==> config.mk <==
export PLATFORM = sky130hd
export DESIGN_NAME = pulse_width_command_sender
export DESIGN_NICKNAME = d
export VERILOG_FILES = /design/src/hw/rtl/pwcs_pkg.sv /design/src/hw/rtl/pwcs_cfg_regs.sv /design/src/hw/rtl/pwcs_seq.sv /design/src/hw/rtl/pulse_width_command_sender.sv
export SDC_FILE = /design/constraint.sdc
export NUM_CORES = 1
export LEC_CHECK = 0
export BUFFER_PORTS_ARGS = -buffer_cell sky130_fd_sc_hd__buf_2
export CORE_MARGIN = 2
export CORE_UTILIZATION = 41
export CTS_BUF_LIST = sky130_fd_sc_hd__clkbuf_4 sky130_fd_sc_hd__clkbuf_8
export DETAILED_ROUTE_END_ITERATION = 10
export PLACE_DENSITY = 0.62
export SLEW_MARGIN = 40
export SYNTH_ARGS = -nofsm -noshare
export SYNTH_HDL_FRONTEND = slang
export SYNTH_SLANG_ARGS = --single-unit
export TNS_END_PERCENT = 5
==> constraint.sdc <==
create_clock -name aclk -period 3.9 [get_ports aclk]
set_clock_uncertainty 0.05 [all_clocks]
set_input_delay 0.39 -clock aclk [delete_from_list [all_inputs] [get_ports aclk]]
set_output_delay 0.39 -clock aclk [all_outputs]
set_load 0.005 [all_outputs]
==> src/hw/rtl/pwcs_pkg.sv <==
package pwcs_pkg;

    localparam int TIMER_WIDTH_DEF      = 16;
    localparam int BITS_PER_COMMAND_DEF = 8;

    localparam int DUR_W   = 16;
    localparam int BYTE_W  = 8;
    localparam int INDEX_W = 3;

    typedef enum logic [INDEX_W-1:0] {
        REG_START_HIGH = 3'd0,
        REG_START_LOW  = 3'd1,
        REG_LONG       = 3'd2,
        REG_SHORT      = 3'd3,
        REG_STOP       = 3'd4
    } cfg_index_t;

    localparam logic [DUR_W-1:0] START_HIGH_RST = 16'd500;
    localparam logic [DUR_W-1:0] START_LOW_RST  = 16'd500;
    localparam logic [DUR_W-1:0] LONG_RST       = 16'd60;
    localparam logic [DUR_W-1:0] SHORT_RST      = 16'd20;
    localparam logic [DUR_W-1:0] STOP_RST       = 16'd400;

    typedef enum logic [2:0] {
        PH_IDLE       = 3'd0,
        PH_WAIT       = 3'd1,
        PH_START_HIGH = 3'd2,
        PH_START_LOW  = 3'd3,
        PH_BIT_HIGH   = 3'd4,
        PH_BIT_LOW    = 3'd5,
        PH_STOP       = 3'd6
    } phase_t;

    typedef struct packed {
        logic              send_request;
        logic [BYTE_W-1:0] command_byte;
        logic              player_idle;
    } cmd_in_t;

    typedef struct packed {
        logic line_level;
        logic ready_res;
        logic finished;
    } cmd_out_t;

    typedef struct packed {
        logic [DUR_W-1:0] start_high_ticks;
        logic [DUR_W-1:0] start_low_ticks;
        logic [DUR_W-1:0] long_ticks;
        logic [DUR_W-1:0] short_ticks;
        logic [DUR_W-1:0] stop_ticks;
    } timing_cfg_t;

endpackage

==> src/hw/rtl/pwcs_cfg_regs.sv <==
module pwcs_cfg_regs (
    input  logic                         aclk,
    input  logic                         aresetn,
    input  logic                         wr_en,
    input  logic [pwcs_pkg::INDEX_W-1:0] wr_index,
    input  logic [pwcs_pkg::DUR_W-1:0]   wr_data,
    output pwcs_pkg::timing_cfg_t        cfg
);

    pwcs_pkg::timing_cfg_t cfg_reg;
    pwcs_pkg::timing_cfg_t cfg_next;

    always_comb begin
        cfg_next = cfg_reg;
        if (wr_en) begin
            case (pwcs_pkg::cfg_index_t'(wr_index))
                pwcs_pkg::REG_START_HIGH: cfg_next.start_high_ticks = wr_data;
                pwcs_pkg::REG_START_LOW:  cfg_next.start_low_ticks  = wr_data;
                pwcs_pkg::REG_LONG:       cfg_next.long_ticks       = wr_data;
                pwcs_pkg::REG_SHORT:      cfg_next.short_ticks      = wr_data;
                pwcs_pkg::REG_STOP:       cfg_next.stop_ticks       = wr_data;
                default: ;
            endcase
        end
    end

    always_ff @(posedge aclk) begin
        if (!aresetn) begin
            cfg_reg.start_high_ticks <= pwcs_pkg::START_HIGH_RST;
            cfg_reg.start_low_ticks  <= pwcs_pkg::START_LOW_RST;
            cfg_reg.long_ticks       <= pwcs_pkg::LONG_RST;
            cfg_reg.short_ticks      <= pwcs_pkg::SHORT_RST;
            cfg_reg.stop_ticks       <= pwcs_pkg::STOP_RST;
        end else begin
            cfg_reg <= cfg_next;
        end
    end

    assign cfg = cfg_reg;

endmodule

==> src/hw/rtl/pwcs_seq.sv <==
module pwcs_seq #(
    parameter int TIMER_WIDTH      = pwcs_pkg::TIMER_WIDTH_DEF,
    parameter int BITS_PER_COMMAND = pwcs_pkg::BITS_PER_COMMAND_DEF
) (
    input  logic                  aclk,
    input  logic                  aresetn,
    input  logic                  step,
    input  pwcs_pkg::cmd_in_t     item,
    input  pwcs_pkg::timing_cfg_t cfg,
    output pwcs_pkg::cmd_out_t    result
);

    localparam int CNT_W = (BITS_PER_COMMAND > 1) ? $clog2(BITS_PER_COMMAND) : 1;

    pwcs_pkg::phase_t               phase_reg, phase_next;
    logic [TIMER_WIDTH-1:0]         timer_reg, timer_next;
    logic [pwcs_pkg::BYTE_W-1:0]    shift_reg, shift_next;
    logic [CNT_W-1:0]               count_reg, count_next;
    logic                           line_reg, line_next;
    logic                           fin;
    logic                           expired;
    logic                           last_bit;
    logic [TIMER_WIDTH-1:0]         load_start_high;
    logic [TIMER_WIDTH-1:0]         load_start_low;
    logic [TIMER_WIDTH-1:0]         load_long;
    logic [TIMER_WIDTH-1:0]         load_short;
    logic [TIMER_WIDTH-1:0]         load_stop;

    // ticks left after the first one, saturated to the timer
    function automatic logic [TIMER_WIDTH-1:0] ticks_left(input logic [pwcs_pkg::DUR_W-1:0] dur);
        logic [pwcs_pkg::DUR_W-1:0] left;
        logic [TIMER_WIDTH-1:0]     res;
        left = (dur == '0) ? '0 : dur - pwcs_pkg::DUR_W'(1);
        if ((32'(left) >> TIMER_WIDTH) != 32'd0) begin
            res = '1;
        end else begin
            res = TIMER_WIDTH'(left);
        end
        return res;
    endfunction

    assign load_start_high = ticks_left(cfg.start_high_ticks);
    assign load_start_low  = ticks_left(cfg.start_low_ticks);
    assign load_long       = ticks_left(cfg.long_ticks);
    assign load_short      = ticks_left(cfg.short_ticks);
    assign load_stop       = ticks_left(cfg.stop_ticks);

    assign expired  = (timer_reg == '0);
    assign last_bit = ((CNT_W+1)'(count_reg) + (CNT_W+1)'(1))
                      >= (CNT_W+1)'(BITS_PER_COMMAND);

    always_comb begin
        phase_next = phase_reg;
        timer_next = timer_reg;
        shift_next = shift_reg;
        count_next = count_reg;
        line_next  = line_reg;
        fin        = 1'b0;
        case (phase_reg)
            pwcs_pkg::PH_IDLE: begin
                if (item.send_request) begin
                    shift_next = item.command_byte;
                    count_next = '0;
                    if (item.player_idle) begin
                        phase_next = pwcs_pkg::PH_START_HIGH;
                        timer_next = load_start_high;
                        line_next  = 1'b1;
                    end else begin
                        phase_next = pwcs_pkg::PH_WAIT;
                    end
                end
            end
            pwcs_pkg::PH_WAIT: begin
                if (item.player_idle) begin
                    phase_next = pwcs_pkg::PH_START_HIGH;
                    timer_next = load_start_high;
                    line_next  = 1'b1;
                end
            end
            pwcs_pkg::PH_START_HIGH: begin
                if (expired) begin
                    phase_next = pwcs_pkg::PH_START_LOW;
                    timer_next = load_start_low;
                    line_next  = 1'b0;
                end else begin
                    timer_next = timer_reg - TIMER_WIDTH'(1);
                end
            end
            pwcs_pkg::PH_START_LOW: begin
                if (expired) begin
                    phase_next = pwcs_pkg::PH_BIT_HIGH;
                    timer_next = shift_reg[0] ? load_long : load_short;
                    line_next  = 1'b1;
                end else begin
                    timer_next = timer_reg - TIMER_WIDTH'(1);
                end
            end
            pwcs_pkg::PH_BIT_HIGH: begin
                if (expired) begin
                    phase_next = pwcs_pkg::PH_BIT_LOW;
                    timer_next = shift_reg[0] ? load_short : load_long;
                    line_next  = 1'b0;
                end else begin
                    timer_next = timer_reg - TIMER_WIDTH'(1);
                end
            end
            pwcs_pkg::PH_BIT_LOW: begin
                if (expired) begin
                    shift_next = shift_reg >> 1;
                    line_next  = 1'b1;
                    if (last_bit) begin
                        phase_next = pwcs_pkg::PH_STOP;
                        timer_next = load_stop;
                    end else begin
                        phase_next = pwcs_pkg::PH_BIT_HIGH;
                        count_next = count_reg + CNT_W'(1);
                        timer_next = shift_reg[1] ? load_long : load_short;
                    end
                end else begin
                    timer_next = timer_reg - TIMER_WIDTH'(1);
                end
            end
            pwcs_pkg::PH_STOP: begin
                if (expired) begin
                    phase_next = pwcs_pkg::PH_IDLE;
                    timer_next = '0;
                    count_next = '0;
                    fin        = 1'b1;
                end else begin
                    timer_next = timer_reg - TIMER_WIDTH'(1);
                end
            end
            default: begin
                phase_next = pwcs_pkg::PH_IDLE;
                timer_next = '0;
                count_next = '0;
            end
        endcase
    end

    always_ff @(posedge aclk) begin
        if (!aresetn) begin
            phase_reg <= pwcs_pkg::PH_IDLE;
            timer_reg <= '0;
            shift_reg <= '0;
            count_reg <= '0;
            line_reg  <= 1'b0;
        end else if (step) begin
            phase_reg <= phase_next;
            timer_reg <= timer_next;
            shift_reg <= shift_next;
            count_reg <= count_next;
            line_reg  <= line_next;
        end
    end

    assign result.line_level = line_next;
    assign result.ready_res  = (phase_next == pwcs_pkg::PH_IDLE);
    assign result.finished   = fin;

endmodule

==> src/hw/rtl/pulse_width_command_sender.sv <==
// Pulse-width command sender: each input beat is one timebase tick carrying a
// send request, the command byte and the player's idle level; each tick gives
// exactly one result beat with the data line level, a ready flag and a
// finished pulse. Durations of the start frame, bit phases and stop period are
// tick counts in five 16-bit registers (index 0 start high, 1 start low,
// 2 long, 3 short, 4 stop); write them only while no command is in progress.
// One tick is taken every clock cycle while the sink takes results; a tick is
// held in the input register, then moves to the result register, from which
// its result beat is offered, and the phase state advances when it moves. A
// result beat held by the sink stalls the input in turn.
module pulse_width_command_sender #(
    parameter int TIMER_WIDTH      = pwcs_pkg::TIMER_WIDTH_DEF,
    parameter int BITS_PER_COMMAND = pwcs_pkg::BITS_PER_COMMAND_DEF
) (
    input  logic                         aclk,
    input  logic                         aresetn,
    input  logic                         s_valid,
    output logic                         s_ready,
    input  pwcs_pkg::cmd_in_t            s_data,
    output logic                         m_valid,
    input  logic                         m_ready,
    output pwcs_pkg::cmd_out_t           m_data,
    input  logic                         cfg_valid,
    output logic                         cfg_ready,
    input  logic [pwcs_pkg::INDEX_W-1:0] cfg_index,
    input  logic [pwcs_pkg::DUR_W-1:0]   cfg_data
);

    logic                  in_valid_reg;
    pwcs_pkg::cmd_in_t     in_data_reg;
    logic                  out_valid_reg;
    pwcs_pkg::cmd_out_t    out_data_reg;
    logic                  advance;
    pwcs_pkg::timing_cfg_t cfg;
    pwcs_pkg::cmd_out_t    result;

    assign cfg_ready = 1'b1;

    pwcs_cfg_regs u_cfg_regs (
        .aclk     (aclk),
        .aresetn  (aresetn),
        .wr_en    (cfg_valid),
        .wr_index (cfg_index),
        .wr_data  (cfg_data),
        .cfg      (cfg)
    );

    // tick moves from input register to result register
    assign advance = in_valid_reg && (!out_valid_reg || m_ready);
    assign s_ready = !in_valid_reg || advance;

    pwcs_seq #(
        .TIMER_WIDTH      (TIMER_WIDTH),
        .BITS_PER_COMMAND (BITS_PER_COMMAND)
    ) u_seq (
        .aclk    (aclk),
        .aresetn (aresetn),
        .step    (advance),
        .item    (in_data_reg),
        .cfg     (cfg),
        .result  (result)
    );

    always_ff @(posedge aclk) begin
        if (!aresetn) begin
            in_valid_reg  <= 1'b0;
            out_valid_reg <= 1'b0;
        end else begin
            if (s_ready) begin
                in_valid_reg <= s_valid;
            end
            if (advance) begin
                out_valid_reg <= 1'b1;
            end else if (m_ready) begin
                out_valid_reg <= 1'b0;
            end
        end
    end

    always_ff @(posedge aclk) begin
        if (s_ready && s_valid) begin
            in_data_reg <= s_data;
        end
        if (advance) begin
            out_data_reg <= result;
        end
    end

    assign m_valid = out_valid_reg;
    assign m_data  = out_data_reg;

endmodule

==> impl_metrics.env <==
export IMPL_track_usage_pct=26.3
export IMPL_antenna_cells=0
export IMPL_combPwrFrac_pct=15.3
export IMPL_cts_buffers=17
export IMPL_clock_sinks=126
export IMPL_yosysMostFrequentCell="nand2_1"
export IMPL_p_sw_share_pct=30.6
export IMPL_cts_hold_buf=0
export IMPL_areaGrowthSynthToFinish_pct=9.58
export IMPL_tightestPinTransition_ns=0.765
export IMPL_relSlewSlack_pct=48.7
export IMPL_arrival_ns=3.36
export IMPL_fp_row_count=50
export IMPL_htree_num_levels=4
export IMPL_period_needed_ns=3.05
export IMPL_cts_resized=0
export IMPL_synth_area_mm2=0.00794
export IMPL_final_antenna_net_count=0
export IMPL_ys_top_cells_by_count="228 x nand2_1, 113 x dfxtp_1, 104 x a21oi_1"
export IMPL_gp_congestion=0.957
export IMPL_viasPerCell=5.97
export IMPL_drt_iter0_drc=904
export IMPL_setup_viol=0
export IMPL_synth_distinct_cells=81
export IMPL_root_buffer="clkbuf_8"
export IMPL_postCtsSetupRepairBufs=0
export IMPL_cp_max_fo=20
export IMPL_fin_crit_sh_pct=78.1
export IMPL_cp_depth=7
export IMPL_die_area_mm2=0.0205
export IMPL_dp_hpwl_um=18900
export IMPL_synth_largest_area_cell="dfxtp_1"
export IMPL_worst_ep_required_time_ns=4.21
export IMPL_leakage_nw=3.08
export IMPL_antenna_found_initial=0
export IMPL_netlist_area_leader_share_pct=28.5
export IMPL_synthCells=1071
export IMPL_cts_path_max_buffers=2
export IMPL_synth_edf_count=13
export IMPL_critPathTopFamily="compound AO/OA/AOI/OAI gates"
export IMPL_run_status="finished, final reports clean"
export IMPL_p_switching_w=0.000969
export IMPL_ff2ff_path_depth=7
export IMPL_initial_core_util_pct=42.2
export IMPL_hold_path_class="in2reg"
export IMPL_core_mm2=0.0188
export IMPL_r2r_slack_ns=0.85
export IMPL_synth_seq_cells=126
export IMPL_p_int_w=0.00219
export IMPL_clk_latency_ns=0.46
export IMPL_synth_flop_cell="dfxtp_1"
export IMPL_critPathBufInv=0
export IMPL_clk_pin_slew_worst_paths_ns=0.08
export IMPL_powerDensity_mw_per_mm2=364
export IMPL_wl_um=26000
export IMPL_die_w_um=143
export IMPL_grt_max_degree=61
export IMPL_nets=1122
export IMPL_cp_cell_sequence="and3b_1 -> and3_1 -> a211oi_1 -> nor3_1 -> o41ai_1 -> a21oi_1 -> a31o_2"
export IMPL_crit_path_end_kind="register"
export IMPL_port_buffers=38
export IMPL_die_h_um=143
export IMPL_clkPwrFrac_pct=40.4
export IMPL_wl_per_cell_um=19.3
export IMPL_num_fill_cells=1940
export IMPL_fmax_mhz=328
export IMPL_grt_pass1_wl_um=41200
export IMPL_ff_latch_area_mm2=0.00265
export IMPL_min_to="in_data_reg[8]$_DFFE_PP_"
export IMPL_tns_ns=0
export IMPL_cts_tree="built"
export IMPL_yosys_warnings=0
export IMPL_max_cap_violations=0
export IMPL_crit_slowest_cell="a211oi_1"
export IMPL_avgSynthCellArea_um2=7.41
export IMPL_seqPwrFrac_pct=44.2
export IMPL_synth_area_top_cells="dfxtp_1 28%, nand2_1 11%, a21oi_1 6.6%"
export IMPL_r2r_start="u_seq.phase_reg[2]$_SDFFE_PN0P_"
export IMPL_ys_async_sr_fraction_pct=0
export IMPL_largest_reg_flops=80
export IMPL_multi_input_comb_area_mm2=0.00490
export IMPL_grt_ovfl_total=0
export IMPL_syn_nets=1115
export IMPL_drc=0
export IMPL_rr_endpoint="u_seq.timer_reg[3]$_SDFFE_PN0P_"
export IMPL_grt_pass1_vias=7251
export IMPL_ys_seq_area_share_pct=33.4
export IMPL_crit_type="reg2reg"
export IMPL_final_max_slew_viol_count=0
export IMPL_power_total_w=0.00316
export IMPL_final_hold_violation_count=0
export IMPL_drive_above_1_share_pct=10.4
export IMPL_min_from="s_data[8]"
export IMPL_critPathMaxStageDelay_ns=0.66
export IMPL_start_kind="register"
export IMPL_num_vias=8070
export IMPL_io_pin_count=40
export IMPL_rsz0062_at_grt="no"
export IMPL_irDropWorstVdd_mv=0.241
export IMPL_worstHoldPathCells=1
export IMPL_first_pass_iters=5
## cell type report
cell class,count,share of cell area (%)
multi-input combinational,860,56.3
clock buffer,19,3.01
clock inverter,13,2.00
timing repair buffer,52,3.54
sequential,126,30.5
tap,260,3.74
inverter,21,0.906
## cells by family (layout without fill, tap and decap cells)
logic type | after synthesis | after routing | synth area share (%)
compound gates | 261 | 261 | 20.8
xor+xnor | 58 | 58 | 6.40
fa+ha+maj | 10 | 10 | 1.58
buf+inv | 85 | 105 | 5.12
flops | 126 | 126 | 33.4
mux | 16 | 16 | 2.02
other cells | 1 | 1 | 0.0472
simple gates | 514 | 514 | 30.6
## worst register-to-register path, cell delays in order, from the launching register on
cell and delay (ns):
dfxtp_1 0.49, and3b_1 0.41, and3_1 0.30, a211oi_1 0.66, nor3_1 0.15, o41ai_1 0.48, a21oi_1 0.15, a31o_2 0.24
## worst max-delay path by stage
| stage | start | to | slack [ns] |
|---|---|---|---|
| 5_1_grt | u_cfg_regs.cfg[16]$_SDFFE_PN0P_ | u_seq.timer_reg[9]$_SDFFE_PN0P_ | 0.58 |
| 2_1_floorplan | u_cfg_regs.cfg[16]$_SDFFE_PN0P_ | u_seq.timer_reg[9]$_SDFFE_PN0P_ | 1.16 |
| 3_5_place_dp | u_cfg_regs.cfg[16]$_SDFFE_PN0P_ | u_seq.timer_reg[9]$_SDFFE_PN0P_ | 0.91 |
| 6_report | u_seq.phase_reg[2]$_SDFFE_PN0P_ | u_seq.timer_reg[3]$_SDFFE_PN0P_ | 0.85 |
| 4_1_cts | u_cfg_regs.cfg[16]$_SDFFE_PN0P_ | u_seq.timer_reg[9]$_SDFFE_PN0P_ | 0.89 |
| 3_3_place_gp | u_cfg_regs.cfg[16]$_SDFFE_PN0P_ | u_seq.timer_reg[9]$_SDFFE_PN0P_ | 0.98 |
## metrics by stage
| stage | hold WS, ns | std cells | instance area (µm²) | util, % | setup slack (ns) |
|---|---|---|---|---|---|
| after global routing | 0.0282 | 1351 | 8700 | 46.2 | 0.577 |
| final | 0.0485 | 1351 | 8700 | 46.2 | 0.852 |
| after detailed placement | 0.416 | 1319 | 8260 | 43.8 | 0.906 |
| after global placement | 0.410 | 1318 | 8220 | 43.7 | 0.977 |
| after floorplan | 0.394 | 1071 | 7940 | - | 1.16 |
| after CTS | 0.0224 | 1351 | 8690 | 46.2 | 0.888 |
## placed cells by master (no fill, tap or decap), types with 7 or more instances in the layout
cell      instances
o31ai_1          10
ha_1             10
nand2_1         228
a221oi_1          8
edfxtp_1         13
buf_2            38
a31oi_1           9
or4_1            13
o211ai_1          7
a21oi_1         104
nand3_1          44
o22ai_1           8
mux2i_1          16
nor4_1           19
or2_2             8
nand2b_1          8
clkbuf_8         19
nor2_1           84
xor2_1           21
a211oi_1         16
buf_4            13
o21ai_0          42
and2_1            8
or3_1            17
xnor2_1          37
nor3_1           32
dfxtp_1         113
a311oi_1          9
inv_1            19
## metal layers
metal,global-route usage [%],vias up,routed length (µm)
met5,0,-,0
met4,7.61,0,460
met3,4.80,38,2170
met2,38.7,335,11200
met1,38.8,3828,12300
li1,-,3869,-
## power by group through the flow
stage | Sequential, W | Combinational, W | Clock [W]
after floorplan | 0.00141 | 0.000340 | 0
after global placement | 0.00143 | 0.000470 | 0
after detailed placement | 0.00143 | 0.000472 | 0
after CTS | 0.00140 | 0.000474 | 0.00130
after global routing | 0.00141 | 0.000529 | 0.00134
final | 0.00140 | 0.000485 | 0.00128
Note: power is estimated with default switching activity, not from simulation.
